--- src/rtl/rsh_pkg.sv ---
// Shared constants, types and coefficient tables for the real spherical harmonics core.
// Depends on nothing; every other file in rtl/ imports it.
package rsh_pkg;

  localparam int MAX_DEGREE_BOUND_DEF = 7;
  localparam int VALUE_FRAC_BITS_DEF  = 16;

  localparam int QF      = 20;  // fraction bits of internal values
  localparam int STORE_W = 24;
  localparam int MUL_W   = 28;
  localparam int PROD_W  = 2 * MUL_W;
  localparam int MQ_W    = PROD_W - QF;
  localparam int OUT_W   = 20;

  localparam int SQ_IN_W  = 44;
  localparam int SQ_OUT_W = 22;
  localparam int DV_N_W   = 42;
  localparam int DV_D_W   = 22;

  localparam logic signed [STORE_W-1:0] K_INV_SQRT_2PI = 24'sd418321;
  localparam logic signed [STORE_W-1:0] K_INV_SQRT_2   = 24'sd741455;
  localparam logic signed [STORE_W-1:0] Q_ONE          = 24'sd1048576;
  localparam logic signed [PROD_W-1:0]  MQ_HALF        = 56'sd524288;

  typedef struct packed {
    logic busy;
    logic done;
  } rsh_unit_stat_t;

  typedef logic [63:0][STORE_W-1:0] rom64_t;
  typedef logic [7:0][STORE_W-1:0]  rom8_t;

  // floor sqrt(num/den) in Q.20 by bitwise search, zero where the ratio means nothing
  function automatic logic [STORE_W-1:0] coef_c(input longint num, input longint den);
    longint unsigned lim;
    longint unsigned r;
    longint unsigned cand;
    if (den <= 0 || num <= 0) begin
      return '0;
    end
    lim = longint'(num) << (2 * QF);
    r   = 0;
    for (int b = STORE_W - 1; b >= 0; b--) begin
      cand = r | (64'd1 << b);
      if (cand * cand * longint'(den) <= lim) begin
        r = cand;
      end
    end
    return STORE_W'(r);
  endfunction

  function automatic rom64_t build_rom_a();
    rom64_t t;
    for (int l = 0; l < 8; l++) begin
      for (int m = 0; m < 8; m++) begin
        t[l * 8 + m] = coef_c(4 * l * l - 1, l * l - m * m);
      end
    end
    return t;
  endfunction

  function automatic rom64_t build_rom_b();
    rom64_t t;
    for (int l = 0; l < 8; l++) begin
      for (int m = 0; m < 8; m++) begin
        t[l * 8 + m] = coef_c((l - 1) * (l - 1) - m * m, 4 * (l - 1) * (l - 1) - 1);
      end
    end
    return t;
  endfunction

  function automatic rom8_t build_rom_c1();
    rom8_t t;
    for (int l = 0; l < 8; l++) begin
      t[l] = coef_c(2 * l + 1, 1);
    end
    return t;
  endfunction

  function automatic rom8_t build_rom_c2();
    rom8_t t;
    for (int l = 0; l < 8; l++) begin
      t[l] = coef_c(2 * l + 1, 2 * l);
    end
    return t;
  endfunction

  localparam rom64_t ROM_A  = build_rom_a();
  localparam rom64_t ROM_B  = build_rom_b();
  localparam rom8_t  ROM_C1 = build_rom_c1();
  localparam rom8_t  ROM_C2 = build_rom_c2();

  // round half up from a raw product back to Q.20
  function automatic logic signed [MQ_W-1:0] mulq(input logic signed [PROD_W-1:0] p);
    logic signed [PROD_W-1:0] w;
    w = p + MQ_HALF;
    return w[PROD_W-1:QF];
  endfunction

  function automatic logic signed [STORE_W-1:0] sat24(input logic signed [MQ_W-1:0] v);
    if (v > 36'sd8388607) begin
      return 24'sh7FFFFF;
    end
    if (v < -36'sd8388608) begin
      return 24'sh800000;
    end
    return v[STORE_W-1:0];
  endfunction

endpackage

--- src/rtl/rsh_div.sv ---
// Iterative restoring divider for unsigned magnitudes, one quotient bit per cycle.
// Depends on rsh_pkg for widths and the unit status struct.
module rsh_div (
  input  logic                         clk_i,
  input  logic                         rst_ni,
  input  logic                         start_i,
  input  logic [rsh_pkg::DV_N_W-1:0]   num_i,
  input  logic [rsh_pkg::DV_D_W-1:0]   den_i,
  output rsh_pkg::rsh_unit_stat_t      stat_o,
  output logic [rsh_pkg::DV_N_W-1:0]   quo_o
);
  import rsh_pkg::*;

  localparam int CNT_W = $clog2(DV_N_W);

  logic [DV_N_W-1:0] num_q;
  logic [DV_D_W:0]   rem_q;
  logic [DV_D_W-1:0] den_q;
  logic [CNT_W-1:0]  cnt_q;
  logic              busy_q;
  logic              done_q;
  logic [DV_D_W:0]   rem_sh;
  logic              ge;

  assign rem_sh = {rem_q[DV_D_W-1:0], num_q[DV_N_W-1]};
  assign ge     = rem_sh >= {1'b0, den_q};

  always_ff @(posedge clk_i or negedge rst_ni) begin
    if (!rst_ni) begin
      busy_q <= 1'b0;
      done_q <= 1'b0;
      cnt_q  <= '0;
    end else begin
      done_q <= 1'b0;
      if (start_i) begin
        busy_q <= 1'b1;
        cnt_q  <= '0;
      end else if (busy_q) begin
        cnt_q <= cnt_q + 1'b1;
        if (cnt_q == CNT_W'(DV_N_W - 1)) begin
          busy_q <= 1'b0;
          done_q <= 1'b1;
        end
      end
    end
  end

  // quotient bits shift in where the dividend shifts out
  always_ff @(posedge clk_i) begin
    if (start_i) begin
      num_q <= num_i;
      den_q <= den_i;
      rem_q <= '0;
    end else if (busy_q) begin
      rem_q <= ge ? rem_sh - {1'b0, den_q} : rem_sh;
      num_q <= {num_q[DV_N_W-2:0], ge};
    end
  end

  assign stat_o.busy = busy_q;
  assign stat_o.done = done_q;
  assign quo_o       = num_q;

endmodule

--- config.mk ---
export PLATFORM = sky130hd
export DESIGN_NAME = rsh_div
export DESIGN_NICKNAME = d
export VERILOG_FILES = /design/src/rtl/rsh_pkg.sv /design/src/rtl/rsh_div.sv
export SDC_FILE = /design/constraint.sdc
export NUM_CORES = 1
export LEC_CHECK = 0
export CAP_MARGIN = 5
export CELL_PAD_IN_SITES_DETAIL_PLACEMENT = 0
export CELL_PAD_IN_SITES_GLOBAL_PLACEMENT = 1
export CORE_MARGIN = 3
export CORE_UTILIZATION = 40
export DETAILED_ROUTE_END_ITERATION = 7
export DONT_BUFFER_PORTS = 1
export GPL_TIMING_DRIVEN = 1
export PLACE_DENSITY_LB_ADDON = 0.2
export SYNTH_ARGS = -nofsm -noshare
export SYNTH_HDL_FRONTEND = slang
export SYNTH_SLANG_ARGS = --single-unit
--- constraint.sdc ---
create_clock -name clk_i -period 2.7 [get_ports clk_i]
set_clock_uncertainty 0.15 [all_clocks]
set_input_delay 0.27 -clock clk_i [delete_from_list [all_inputs] [get_ports clk_i]]
set_output_delay 0.27 -clock clk_i [all_outputs]
set_load 0.02 [all_outputs]
Word-level counts from Yosys, hierarchy flattened
Cells that the tools add are included.

operators by class
  add/subtract/negate cells = 2
  $lt $le $gt $ge = 1
  equal/unequal tests = 1
  multiplexer cells = 11
  reductions and logical operators = 1

operators by type and width
  cell                   number
  $mux W42               2
  $ge A23 B22 Y1         1
  $mux W22               1
  $sub A22 B22 Y22       1
  $mux W6                2
  $add A6 B1 Y6 const B  1
  $eq A6 B6 Y1 const B   1
  $mux W1                6
  $reduce_bool A2 Y1     1

word-level totals
  bits in registers = 94
  bits of input ports = 67
  output and inout port bits = 44

Longest topological paths before layout
  depth after elaboration = 4
  mapped depth = 12

Worst setup path before layout
OpenSTA, ideal clock, no wires.

  kind = reg2reg
  from = register num_q[41] (netlist: quo_o[41])
  to = register rem_q[14]
  library setup time = 86 ps
  data arrival time = 2559 ps
  data required time = 2464 ps
  path slack = -95 ps
  stages on the path, launching flop included = 13
  buffers on the path = 0
  period minus slack after synthesis = 2795 ps
  path through = edfxtp_1 -> inv_1 -> ha_1 -> inv_1 -> fa_1 -> a21o_1 -> a221oi_1 -> o31a_1 -> o2111ai_1 -> a21oi_1 -> xnor2_1 -> mux2i_1 -> a211oi_1

on the way
  longest elaborated chain between the ends = 2
  elaborated cells between the ends (all ways) = 3
  those cells by class = add/sub: 1; order compare: 1; mux: 1

ends and longest elaborated chain
  what                                                       RTL line                      text
  start, declared                                            rsh_div.sv:16                 logic [DV_N_W-1:0] num_q;
  start signal, assigned                                     rsh_div.sv:51                 num_q <= num_i;
  start signal, assigned                                     rsh_div.sv:56                 num_q <= {num_q[DV_N_W-2:0], ge};
  $sub A22 B22 Y22 / $ge A23 B22 Y1 (equally long branches)  rsh_div.sv:55, rsh_div.sv:26
  $mux W22 (*)                                               rsh_div.sv:55                 rem_q <= ge ? rem_sh - {1'b0, den_q} : rem_sh;
  end signal, assigned                                       rsh_div.sv:55
  end, declared                                              rsh_div.sv:17                 logic [DV_D_W:0] rem_q;

Every way passes the cells marked *; elsewhere a longest branch is shown, timed or not.
A chain may end at the register's enable or synchronous reset.

Worst setup path after layout
  from = register num_q[41] (netlist: quo_o[41])
  to = register rem_q[16]

Same word-level chain as after synthesis.

==> flow_summary.yaml <==
cts:
  cts_root_buf: "clkbuf_16"
  clock_sinks: 94
  clk_latency_ns: 0.35
  cts_tree: "yes"
  cts-buffers-inserted: 9
  htreeDepth: 3
  path_clk_slew_ns: 0.07
  ctsLongestPathBuffers: 2
floorplan:
  design.core.area_mm2: 0.0122
  die_h_um: 118
  start_util: 0.416
  die_area_mm2: 0.0140
  num_rows: 40
  io_pins: 111
  die_w_um: 118
timing:
  slew_headroom: 0.330
  slew_viol_final: 0
  setup_viol: 0
  max_freq_ghz: 0.376
  setup_tns_ns: 0
  min_period_ns: 2.66
  fin_crit_sh: 0.984
  hold_viol: 0
  timing.final.ws_setup_ns: 0.0430
  rsz0062_at_grt: "true"
  worst_pin_slew_ns: 1.00
grt:
  grt_max_degree: 53
  track_usage: 0.174
  grt_pass1_vias: 3834
  grt_pass1_wl_um: 19500
  antenna_found_initial: 0
  grt_overflow: 0
logic_synthesis:
  ys_warn_count: 0
  ys_ff_latch: 94
  yosysMostFrequentCell: "edfxtp_1"
  postSynthCellCount: 433
  synthFlopType: "edfxtp_1"
  yosys-top-cells-area: "edfxtp_1 (38%), mux2_2 (9.1%), dfxtp_1 (8.7%)"
  yosys-top-cells-count: "edfxtp_1 (64), mux2_2 (41), inv_1 (33)"
  syn_avg_cell_area_um2: 11.7
  syn_nets: 525
  syn_area_mm2: 0.00506
  async_flop_share: 0.0851
  synth_top_cell_by_area: "edfxtp_1"
  synth_edf_count: 64
  yosysUniqueCellTypes: 60
  synth_top_area_frac: 0.380
  ys_seq_area_frac: 0.507
detailed_routing:
  firstDrtPassIters: 4
  via_per_inst: 5.19
  dr.first_iter.drc_count: 193
  num_vias: 3600
  ant_nets: 0
  wl_per_cell_um: 16.9
  drc: 0
  routed_wl_um: 11700
setup_path:
  crit_chain: "inv_1 > ha_2 > inv_2 > fa_2 > a21o_1 > a221oi_2 > nor2_1 > a2bb2oi_2 > nor2b_4 > xnor2_1 > mux2i_1 > a211oi_2"
  worstPathArrival_ns: 2.78
  worstSetupPathType: "register to register"
  cp-start-kind: "register"
  critPathMaxFanout: 3
  cp_slowest_cell: "edfxtp_1"
  cpPeakStageDelay_ns: 0.38
  required_ns: 2.82
  crit_path_end_kind: "register"
placed_design:
  hpwl_um: 7700
  place.gp.congestion: 0.796
  io_buffers: 0
  place_ws_ns: -0.160
  place_area_mm2: 0.00537
power:
  power.density_mw_per_mm2: 528
  switchingPower_mw: 0.884
  seqPwrFrac: 0.528
  p_clk_frac: 0.355
  pwr-share-comb: 0.117
  p_leak_nw: 2.67
  ir_drop_mv: 0.391
  swShare: 0.259
  intPower_mw: 2.52
run:
  drv_cap: 0
finish:
  fin_area_mm2: 0.00645
  antenna-diode-count: 0
  seq_area_mm2: 0.00256
  fin_nets: 612
  multi_input_area_mm2: 0.00235
  nFillCells: 1078
  area_growth_pct: 27.5
  drive_gt1_frac: 0.225
  fin_util: 0.530
hold_path:
  holdCritPathClass: "primary input to register"
outcome:
  run_status: "finished, final reports clean"
-- metrics by stage --
| stage | power, mW | hold WS, ns | instances |
|---|---|---|---|
| after floorplan | 2.04 | -0.176 | 433 |
| after global placement | 2.11 | -0.175 | 608 |
| after detailed placement | 2.12 | -0.175 | 608 |
| after CTS | 3.45 | 0.00102 | 693 |
| after global routing | 3.56 | 0.00497 | 693 |
| final | 3.41 | 0.0116 | 693 |
-- path summary, 6_finish.rpt --
kind	slack, ns	depth (start not counted)	from	to
worst min-delay path	0.01	2	num_i[0]	quo_o[0]$_DFFE_PP_
max in group asynchronous	2.00	1	rst_ni	cnt_q[1]$_DFFE_PN0P_
min in group asynchronous	0.13	1	rst_ni	busy_q$_DFF_PN0_
worst max-delay path	0.04	12	quo_o[41]$_DFFE_PP_	rem_q[16]$_SDFFE_PP0P_
worst max register to register	0.04	12	quo_o[41]$_DFFE_PP_	rem_q[16]$_SDFFE_PP0P_
worst min register to register	0.34	2	rem_q[2]$_SDFFE_PP0P_	rem_q[2]$_SDFFE_PP0P_
-- logic make-up (layout without fill, tap and decap cells) --
| family | Yosys count | count (layout) | share of synthesized area |
|---|---|---|---|
| compound gates | 98 | 98 | 0.139 |
| xor+xnor | 22 | 22 | 0.0381 |
| fa+ha+maj | 25 | 25 | 0.0633 |
| buf+inv | 53 | 145 | 0.0487 |
| flops | 94 | 94 | 0.507 |
| mux | 53 | 53 | 0.115 |
| simple gates | 88 | 88 | 0.0896 |
-- routing by layer --
metal / GRT usage / share of wire
met1: 0.210 / 0.43
met2: 0.298 / 0.50
met3: 0.0421 / 0.043
met4: 0.0739 / 0.026
met5: 0 / 0
-- critical path: cells and delay by family, from the launching register on --
| kind | cells | cell delay [ns] |
|---|---|---|
| and+or+nand+nor | 2 | 0.30 |
| adders and majority gates | 2 | 0.51 |
| AOI/OAI and AO/OA | 4 | 0.92 |
| buffers and inverters | 2 | 0.11 |
| DFF | 1 | 0.38 |
| muxes | 1 | 0.10 |
| xor gates and xnor gates | 1 | 0.11 |
-- power by group through the flow --
| stage | Combinational (mW) | Clock, mW | Sequential (mW) |
|---|---|---|---|
| after floorplan | 0.229 | 0 | 1.81 |
| after global placement | 0.283 | 0 | 1.83 |
| after detailed placement | 0.289 | 0 | 1.83 |
| after CTS | 0.393 | 1.26 | 1.80 |
| after global routing | 0.444 | 1.31 | 1.81 |
| final | 0.400 | 1.21 | 1.80 |
-- cell type report --
type | instances | share of cell area
repair buffers | 96 | 0.143
well taps | 168 | 0.0326
clock buffers | 9 | 0.0349
inverters | 33 | 0.0192
clock inverters | 7 | 0.00873
multi-input cells | 286 | 0.364
flip-flops and latches | 94 | 0.397
-- flip-flops by register name, summed over array words and instances (netlist names) --
register and count:
quo_o 42, den_q 22, rem_q 22, cnt_q 6
busy_q 1, done_q 1
-- layout by cell type, fill, tap and decap left out, types with 12 or more instances in the layout --
cell type / Yosys / final
edfxtp_1: 64 / 64
a211oi_1: 18 / 17
nand2_1: 16 / 15
xnor2_1: 15 / 15
ha_1: 24 / 21
nor2_1: 29 / 29
inv_1: 33 / 31
mux2_2: 41 / 41
buf_4: 3 / 27
a21oi_1: 31 / 27
mux2i_1: 12 / 12
dfxtp_1: 22 / 22
dlygate4sd3_1: 0 / 66
-- repair_timing --
action                                 CTS  global route
setup endpoints to repair                5            16
endpoints found under the hold margin  122             0
hold buffers                            67             0
resized for setup                        3            18
buffers inserted                         2             0
pin swaps                                8            20
Note: power is estimated with default switching activity, not from simulation.
