==> src/rtl/rsh_pkg.sv <==
// Shared constants, types and coefficient tables for the real spherical harmonics core.
// Depends on nothing; every other file in rtl/ imports it.
package rsh_pkg;

  localparam int MAX_DEGREE_BOUND_DEF = 7;
  localparam int VALUE_FRAC_BITS_DEF  = 16;

  localparam int QF      = 20;  // fraction bits of internal values
  localparam int STORE_W = 24;
  localparam int MUL_W   = 28;
  localparam int PROD_W  = 2 * MUL_W;
  localparam int MQ_W    = PROD_W - QF;
  localparam int OUT_W   = 20;

  localparam int SQ_IN_W  = 44;
  localparam int SQ_OUT_W = 22;
  localparam int DV_N_W   = 42;
  localparam int DV_D_W   = 22;

  localparam logic signed [STORE_W-1:0] K_INV_SQRT_2PI = 24'sd418321;
  localparam logic signed [STORE_W-1:0] K_INV_SQRT_2   = 24'sd741455;
  localparam logic signed [STORE_W-1:0] Q_ONE          = 24'sd1048576;
  localparam logic signed [PROD_W-1:0]  MQ_HALF        = 56'sd524288;

  typedef struct packed {
    logic busy;
    logic done;
  } rsh_unit_stat_t;

  typedef logic [63:0][STORE_W-1:0] rom64_t;
  typedef logic [7:0][STORE_W-1:0]  rom8_t;

  // floor sqrt(num/den) in Q.20 by bitwise search, zero where the ratio means nothing
  function automatic logic [STORE_W-1:0] coef_c(input longint num, input longint den);
    longint unsigned lim;
    longint unsigned r;
    longint unsigned cand;
    if (den <= 0 || num <= 0) begin
      return '0;
    end
    lim = longint'(num) << (2 * QF);
    r   = 0;
    for (int b = STORE_W - 1; b >= 0; b--) begin
      cand = r | (64'd1 << b);
      if (cand * cand * longint'(den) <= lim) begin
        r = cand;
      end
    end
    return STORE_W'(r);
  endfunction

  function automatic rom64_t build_rom_a();
    rom64_t t;
    for (int l = 0; l < 8; l++) begin
      for (int m = 0; m < 8; m++) begin
        t[l * 8 + m] = coef_c(4 * l * l - 1, l * l - m * m);
      end
    end
    return t;
  endfunction

  function automatic rom64_t build_rom_b();
    rom64_t t;
    for (int l = 0; l < 8; l++) begin
      for (int m = 0; m < 8; m++) begin
        t[l * 8 + m] = coef_c((l - 1) * (l - 1) - m * m, 4 * (l - 1) * (l - 1) - 1);
      end
    end
    return t;
  endfunction

  function automatic rom8_t build_rom_c1();
    rom8_t t;
    for (int l = 0; l < 8; l++) begin
      t[l] = coef_c(2 * l + 1, 1);
    end
    return t;
  endfunction

  function automatic rom8_t build_rom_c2();
    rom8_t t;
    for (int l = 0; l < 8; l++) begin
      t[l] = coef_c(2 * l + 1, 2 * l);
    end
    return t;
  endfunction

  localparam rom64_t ROM_A  = build_rom_a();
  localparam rom64_t ROM_B  = build_rom_b();
  localparam rom8_t  ROM_C1 = build_rom_c1();
  localparam rom8_t  ROM_C2 = build_rom_c2();

  // round half up from a raw product back to Q.20
  function automatic logic signed [MQ_W-1:0] mulq(input logic signed [PROD_W-1:0] p);
    logic signed [PROD_W-1:0] w;
    w = p + MQ_HALF;
    return w[PROD_W-1:QF];
  endfunction

  function automatic logic signed [STORE_W-1:0] sat24(input logic signed [MQ_W-1:0] v);
    if (v > 36'sd8388607) begin
      return 24'sh7FFFFF;
    end
    if (v < -36'sd8388608) begin
      return 24'sh800000;
    end
    return v[STORE_W-1:0];
  endfunction

endpackage

==> src/rtl/rsh_sqrt.sv <==
// Iterative integer square root, one result bit per cycle.
// Depends on rsh_pkg for widths and the unit status struct.
module rsh_sqrt (
  input  logic                           clk_i,
  input  logic                           rst_ni,
  input  logic                           start_i,
  input  logic [rsh_pkg::SQ_IN_W-1:0]    rad_i,
  output rsh_pkg::rsh_unit_stat_t        stat_o,
  output logic [rsh_pkg::SQ_OUT_W-1:0]   root_o
);
  import rsh_pkg::*;

  localparam int REM_W = SQ_OUT_W + 4;
  localparam int CNT_W = $clog2(SQ_OUT_W);

  logic [SQ_IN_W-1:0]  rad_q;
  logic [REM_W-1:0]    rem_q;
  logic [SQ_OUT_W-1:0] root_q;
  logic [CNT_W-1:0]    cnt_q;
  logic                busy_q;
  logic                done_q;
  logic [REM_W-1:0]    rem_sh;
  logic [REM_W-1:0]    trial;
  logic                ge;

  assign rem_sh = {rem_q[REM_W-3:0], rad_q[SQ_IN_W-1 -: 2]};
  assign trial  = {2'b00, root_q, 2'b01};
  assign ge     = rem_sh >= trial;

  always_ff @(posedge clk_i or negedge rst_ni) begin
    if (!rst_ni) begin
      busy_q <= 1'b0;
      done_q <= 1'b0;
      cnt_q  <= '0;
    end else begin
      done_q <= 1'b0;
      if (start_i) begin
        busy_q <= 1'b1;
        cnt_q  <= '0;
      end else if (busy_q) begin
        cnt_q <= cnt_q + 1'b1;
        if (cnt_q == CNT_W'(SQ_OUT_W - 1)) begin
          busy_q <= 1'b0;
          done_q <= 1'b1;
        end
      end
    end
  end

  always_ff @(posedge clk_i) begin
    if (start_i) begin
      rad_q  <= rad_i;
      rem_q  <= '0;
      root_q <= '0;
    end else if (busy_q) begin
      rad_q  <= {rad_q[SQ_IN_W-3:0], 2'b00};
      rem_q  <= ge ? rem_sh - trial : rem_sh;
      root_q <= {root_q[SQ_OUT_W-2:0], ge};
    end
  end

  assign stat_o.busy = busy_q;
  assign stat_o.done = done_q;
  assign root_o      = root_q;

endmodule

==> config.mk <==
export PLATFORM = sky130hd
export DESIGN_NAME = rsh_sqrt
export DESIGN_NICKNAME = d
export VERILOG_FILES = /design/src/rtl/rsh_pkg.sv /design/src/rtl/rsh_sqrt.sv
export SDC_FILE = /design/constraint.sdc
export NUM_CORES = 1
export LEC_CHECK = 0
export ABC_AREA = 1
export BUFFER_PORTS_ARGS = -buffer_cell sky130_fd_sc_hd__buf_2
export CAP_MARGIN = 10
export CELL_PAD_IN_SITES_DETAIL_PLACEMENT = 0
export CELL_PAD_IN_SITES_GLOBAL_PLACEMENT = 1
export CORE_MARGIN = 4
export CORE_UTILIZATION = 40
export CTS_CLUSTER_SIZE = 14
export DETAILED_ROUTE_END_ITERATION = 10
export GPL_ROUTABILITY_DRIVEN = 0
export HOLD_SLACK_MARGIN = 0.08
export PLACE_DENSITY = 0.76
export SYNTH_ARGS = -nofsm -noshare
export SYNTH_HDL_FRONTEND = slang
export SYNTH_SLANG_ARGS = --single-unit
==> constraint.sdc <==
create_clock -name clk_i -period 3.09 [get_ports clk_i]
set_input_delay 0.618 -clock clk_i [delete_from_list [all_inputs] [get_ports clk_i]]
set_output_delay 0.618 -clock clk_i [all_outputs]
set_load 0.02 [all_outputs]
# == Word-level counts from Yosys, hierarchy flattened ==
# Cells that the tools add are included.
# totals
regBits,97
in_bits,47
out_inout_bits,24
wordCells,22
# op_classes
add_sub_neg,2
order_cmp,1
eq_ne,1
muxes,11
reduce_logical,1
# op_table
op,n
$mux 44,2
$ge 26x24->1,1
$mux 24,1
$sub 24x24->24,1
$mux 5,2
$mux 1,6
$add 5x1->5 const B,1
$eq 5x5->1 const B,1
$reduce_bool 2->1,1

# == Depth between registers and ports, before layout ==
# depth
ltp_word,4
mapped_depth,17
mapped_depth_nobuf,17

# == Worst setup path after synthesis ==
# No wires, ideal clock.
# synth_timing
path_kind,in2reg
from,in start_i
to,"reg rad_q[0], enable pin"
setup_ns,0.426
t_arrival_ns,2.259
t_required_ns,2.664
setup_slack_ns,0.405
stages,3
n_path_buf,1
cell_sequence,nor2_1 > inv_1 > buf_1
# synth_via
elab_chain_len,1
# synth_rtl
item,line_no,source
from (decl),rsh_sqrt.sv:6,"input logic start_i,"
$reduce_bool 2->1 (no line),--,
to (signal assigned),rsh_sqrt.sv:52,rad_q <= rad_i;
to (signal assigned),rsh_sqrt.sv:56,"rad_q <= {rad_q[SQ_IN_W-3:0], 2'b00};"
to (decl),rsh_sqrt.sv:16,logic [SQ_IN_W-1:0] rad_q;
# Every way passes these cells.
# A chain may end at the register's enable or synchronous reset.

# == Worst setup path after layout ==
# layout_timing
from,reg root_q[13] (netlist: root_o[13])
to,reg rem_q[20]
# layout_via
elab_chain_len,2
word_cells_on_any_way,3
classes_between,add/sub (1); order compare (1); mux (1)
# layout_rtl
item,line_no,source
from (decl),rsh_sqrt.sv:18,logic [SQ_OUT_W-1:0] root_q;
from (signal assigned),rsh_sqrt.sv:58,"root_q <= {root_q[SQ_OUT_W-2:0], ge};"
$sub 24x24->24 or $ge 26x24->1 (tied branches),"rsh_sqrt.sv:57, rsh_sqrt.sv:28",
$mux 24 (*),rsh_sqrt.sv:57,rem_q <= ge ? rem_sh - trial : rem_sh;
to (signal assigned),rsh_sqrt.sv:57,
to (decl),rsh_sqrt.sv:17,logic [REM_W-1:0] rem_q;
# Mark *: on every way between the ends. The rest lies on a longest branch, timed or not.

==> flow_summary.toml <==
[grt]
grt_pass1_wl_um = 24900
grt_usage = 0.189
grt_pass1_vias = 5193
grt-ovfl-total = 0
grt_start_max_net_pins = 44
antenna_found_initial = 0

[synth]
ys.flop_type = "dfxtp_1"
syn_avg_cell_area_um2 = 7.01
synth_cell_types = 35
synthArstFlopShare = 0.0722
ys_ff_latch = 97
synth-seq-area-share = 0.420
netlist_instances = 820
syn_nets = 893
synth-edff-count = 44
ys_warn_count = 0
netlist_area_mm2 = 0.00575

[worst_setup_path]
path_max_fanout = 26
crit_slowest_cell = "ha_1"
regToRegSetupSlack_ns = 0.84
r2r-start = "root_o[13]"
critPathKind = "flop to flop"
worstSetupStartpointType = "flop"
path_buf_inv = 1
startpoint = "root_o[13]"
slowest_delay_ns = 0.38
cp_top_family = "simple AND/OR/NAND/NOR gates"
crit_arrival_ns = 2.50
end_kind = "flop"
crit_chain = "inv_1 > ha_1 > nand2_1 > nand2_1 > a21oi_1 > nand2_1 > a21oi_4 > nand3_4 > nand2_1 > nand2_1 > nand2_1 > nand2_1"
required_ns = 3.34
crit_top_cell = "nand2_1"

[sta]
slew_headroom = 0.646
setup_viol = 0
post-route-period-util = 0.729
worstMarginPinSlew_ns = 0.530
fmax_ghz = 0.444
skew_ns = 0.0109
finalHoldViolCount = 0
period_minus_slack_ns = 2.25
setup_tns_ns = 0
worst_slack_ns = 0.837
slew_violations = 0
rsz0062_at_grt = "no"

[drt]
drt_iter0_drc = 225
post_drt_wl_per_cell_um = 13.7
drtAntennaViolNets = 0
drt_pre_antenna_iters = 5
wirelength_um = 14700
drc = 0
vias = 5215
viasPerCell = 4.87

[clocking]
postCtsResizedCells = 0
clock_sinks = 97
clk_pin_slew_worst_paths_ns = 0.07
post-cts-setup-buffers = 0
clkLatencyLatePin_ns = 0.36
ctsHtreeMaxLevel = 3
cts_tree = "built"
cts-root-buf = "clkbuf_16"
cts_buffer_depth = 2
cts_made_buffers = 9

[placed_design]
dp.cells = 1054
detailed_place_hpwl_um = 10700
portBuffers = 70
post-place-ws_ns = 0.851

[cells_and_area]
nets = 959
multi_input_area_mm2 = 0.00277
seq_area_mm2 = 0.00242
nFillCells = 1469
antenna_cells = 0
synthToLayoutAreaGrowth_pct = 14.1
drive_gt1_frac = 0.134
fin_cells = 1071

[pwr]
ir_drop_v = 0.000290
p_per_area_mw_per_mm2 = 915
p_total_mw = 6.01
p_leak_nw = 3.53

[floorplanning]
dieHeight_um = 128
initial_utilization = 0.411
io_pins = 71
dieArea_mm2 = 0.0164
placementRows = 43
die_w_um = 128
coreArea_mm2 = 0.0140

[job]
max_cap_violations = 0

[min_path]
hold_path.class = "flop to flop"
min_from = "rem_q[23]"

[outcome]
outcome = "finished clean"
## where the power goes
part / internal (mW) / switching [mW]
clock: 0.551 / 0.504
sequential: 1.55 / 0.132
combinational: 1.10 / 2.16
total: 3.21 / 2.80
## tightest hold or removal path, delay by kind of cell (launching register included)
family           cells  cell delay (ns)
DFF                  1             0.31
and+or+nand+nor      2             0.11
## layout by cell type (no fill, tap or decap), drive strengths merged
cell | netlist | final
nand2 | 381 | 381
inv | 113 | 115
buf | 13 | 81
dfxtp | 46 | 46
edfxtp | 44 | 44
nor2 | 39 | 39
nand3 | 36 | 36
nand4 | 31 | 31
ha | 26 | 26
o22ai | 22 | 22
a21oi | 18 | 18
clkbuf | 14 | 12
xor2 | 9 | 9
dfrtp | 7 | 7
nor3 | 7 | 7
o21ai | 4 | 4
o21bai | 3 | 3
clkinv | 1 | 3
nor3b | 2 | 2
and2 | 1 | 1
a211oi | 1 | 1
nand3b | 1 | 1
a21boi | 1 | 1
dlygate4sd3 | 0 | 1
## Yosys cell counts (2+ instances only)
master | count | share of area
nand2_1 | 379 | 0.25
inv_1 | 104 | 0.068
dfxtp_1 | 46 | 0.16
edfxtp_1 | 44 | 0.23
nor2_1 | 35 | 0.023
nand3_1 | 33 | 0.029
nand4_1 | 30 | 0.033
ha_1 | 26 | 0.057
o22ai_1 | 22 | 0.024
a21oi_1 | 16 | 0.014
clkbuf_1 | 14 | 0.0091
inv_2 | 9 | 0.0059
xor2_1 | 9 | 0.014
dfrtp_1 | 7 | 0.030
buf_2 | 6 | 0.0052
nor3_1 | 5 | 0.0044
nor2_2 | 4 | 0.0044
o21ai_0 | 4 | 0.0035
buf_1 | 3 | 0.0020
o21bai_1 | 3 | 0.0039
buf_4 | 2 | 0.0026
buf_6 | 2 | 0.0039
nand2_2 | 2 | 0.0022
nand3_2 | 2 | 0.0035
nor3_2 | 2 | 0.0035
nor3b_1 | 2 | 0.0026
## sequential cells by signal, summed over array words and instances (netlist names)
signal and count:
rad_q 44, rem_q 24, root_o 22, cnt_q 5, busy_q 1, done_q 1
## per-layer routing
layer | part of all wire | track usage | vias up
li1 | - | - | 2723
met1 | 0.46 | 0.239 | 2340
met2 | 0.46 | 0.306 | 118
met3 | 0.045 | 0.0342 | 34
met4 | 0.036 | 0.0999 | 0
met5 | 0 | 0 | -
## per-stage QoR
step / hold WS (ns) / area, um^2 / utilization
global placement: 0.437 / 6290 / 0.450
CTS: 0.463 / 6560 / 0.469
detailed placement: 0.453 / 6290 / 0.450
global route: 0.491 / 6560 / 0.469
floorplan: 0.322 / 5750 / -
finish: 0.460 / 6560 / 0.469
## layout make-up
cell class,count,share of cell area
clock buffer,12,0.0360
sequential,97,0.368
tap,180,0.0343
timing repair buffer,82,0.0694
inverter,114,0.0652
multi-input combinational,582,0.423
clock inverter,4,0.00419
## timing repair
action,CTS,global route
hold buffers,1,0
endpoints found under the setup margin,0,0
endpoints found under the hold margin,7,0
## cells by family after synthesis
kind of cell             count (synthesis)  share of synthesized area
buffers and inverters                  141                     0.0973
AO/OA/AOI/OAI                           49                     0.0522
AND/OR/NAND/NOR                        498                      0.360
adder cells (fa/ha/maj)                 26                     0.0566
XOR/XNOR                                 9                     0.0137
flip-flops                              97                      0.420
## path summary, 6_finish.rpt
kind | end | depth (start not counted)
setup / recovery | rem_q[20] | 12
max in group asynchronous | cnt_q[0] | 2
hold reg to reg | rem_q[23] | 2
hold / removal | rem_q[23] | 2
setup reg to reg | rem_q[20] | 12
min in group asynchronous | busy_q | 2
No activity file was read; power rests on OpenSTA's default activity.
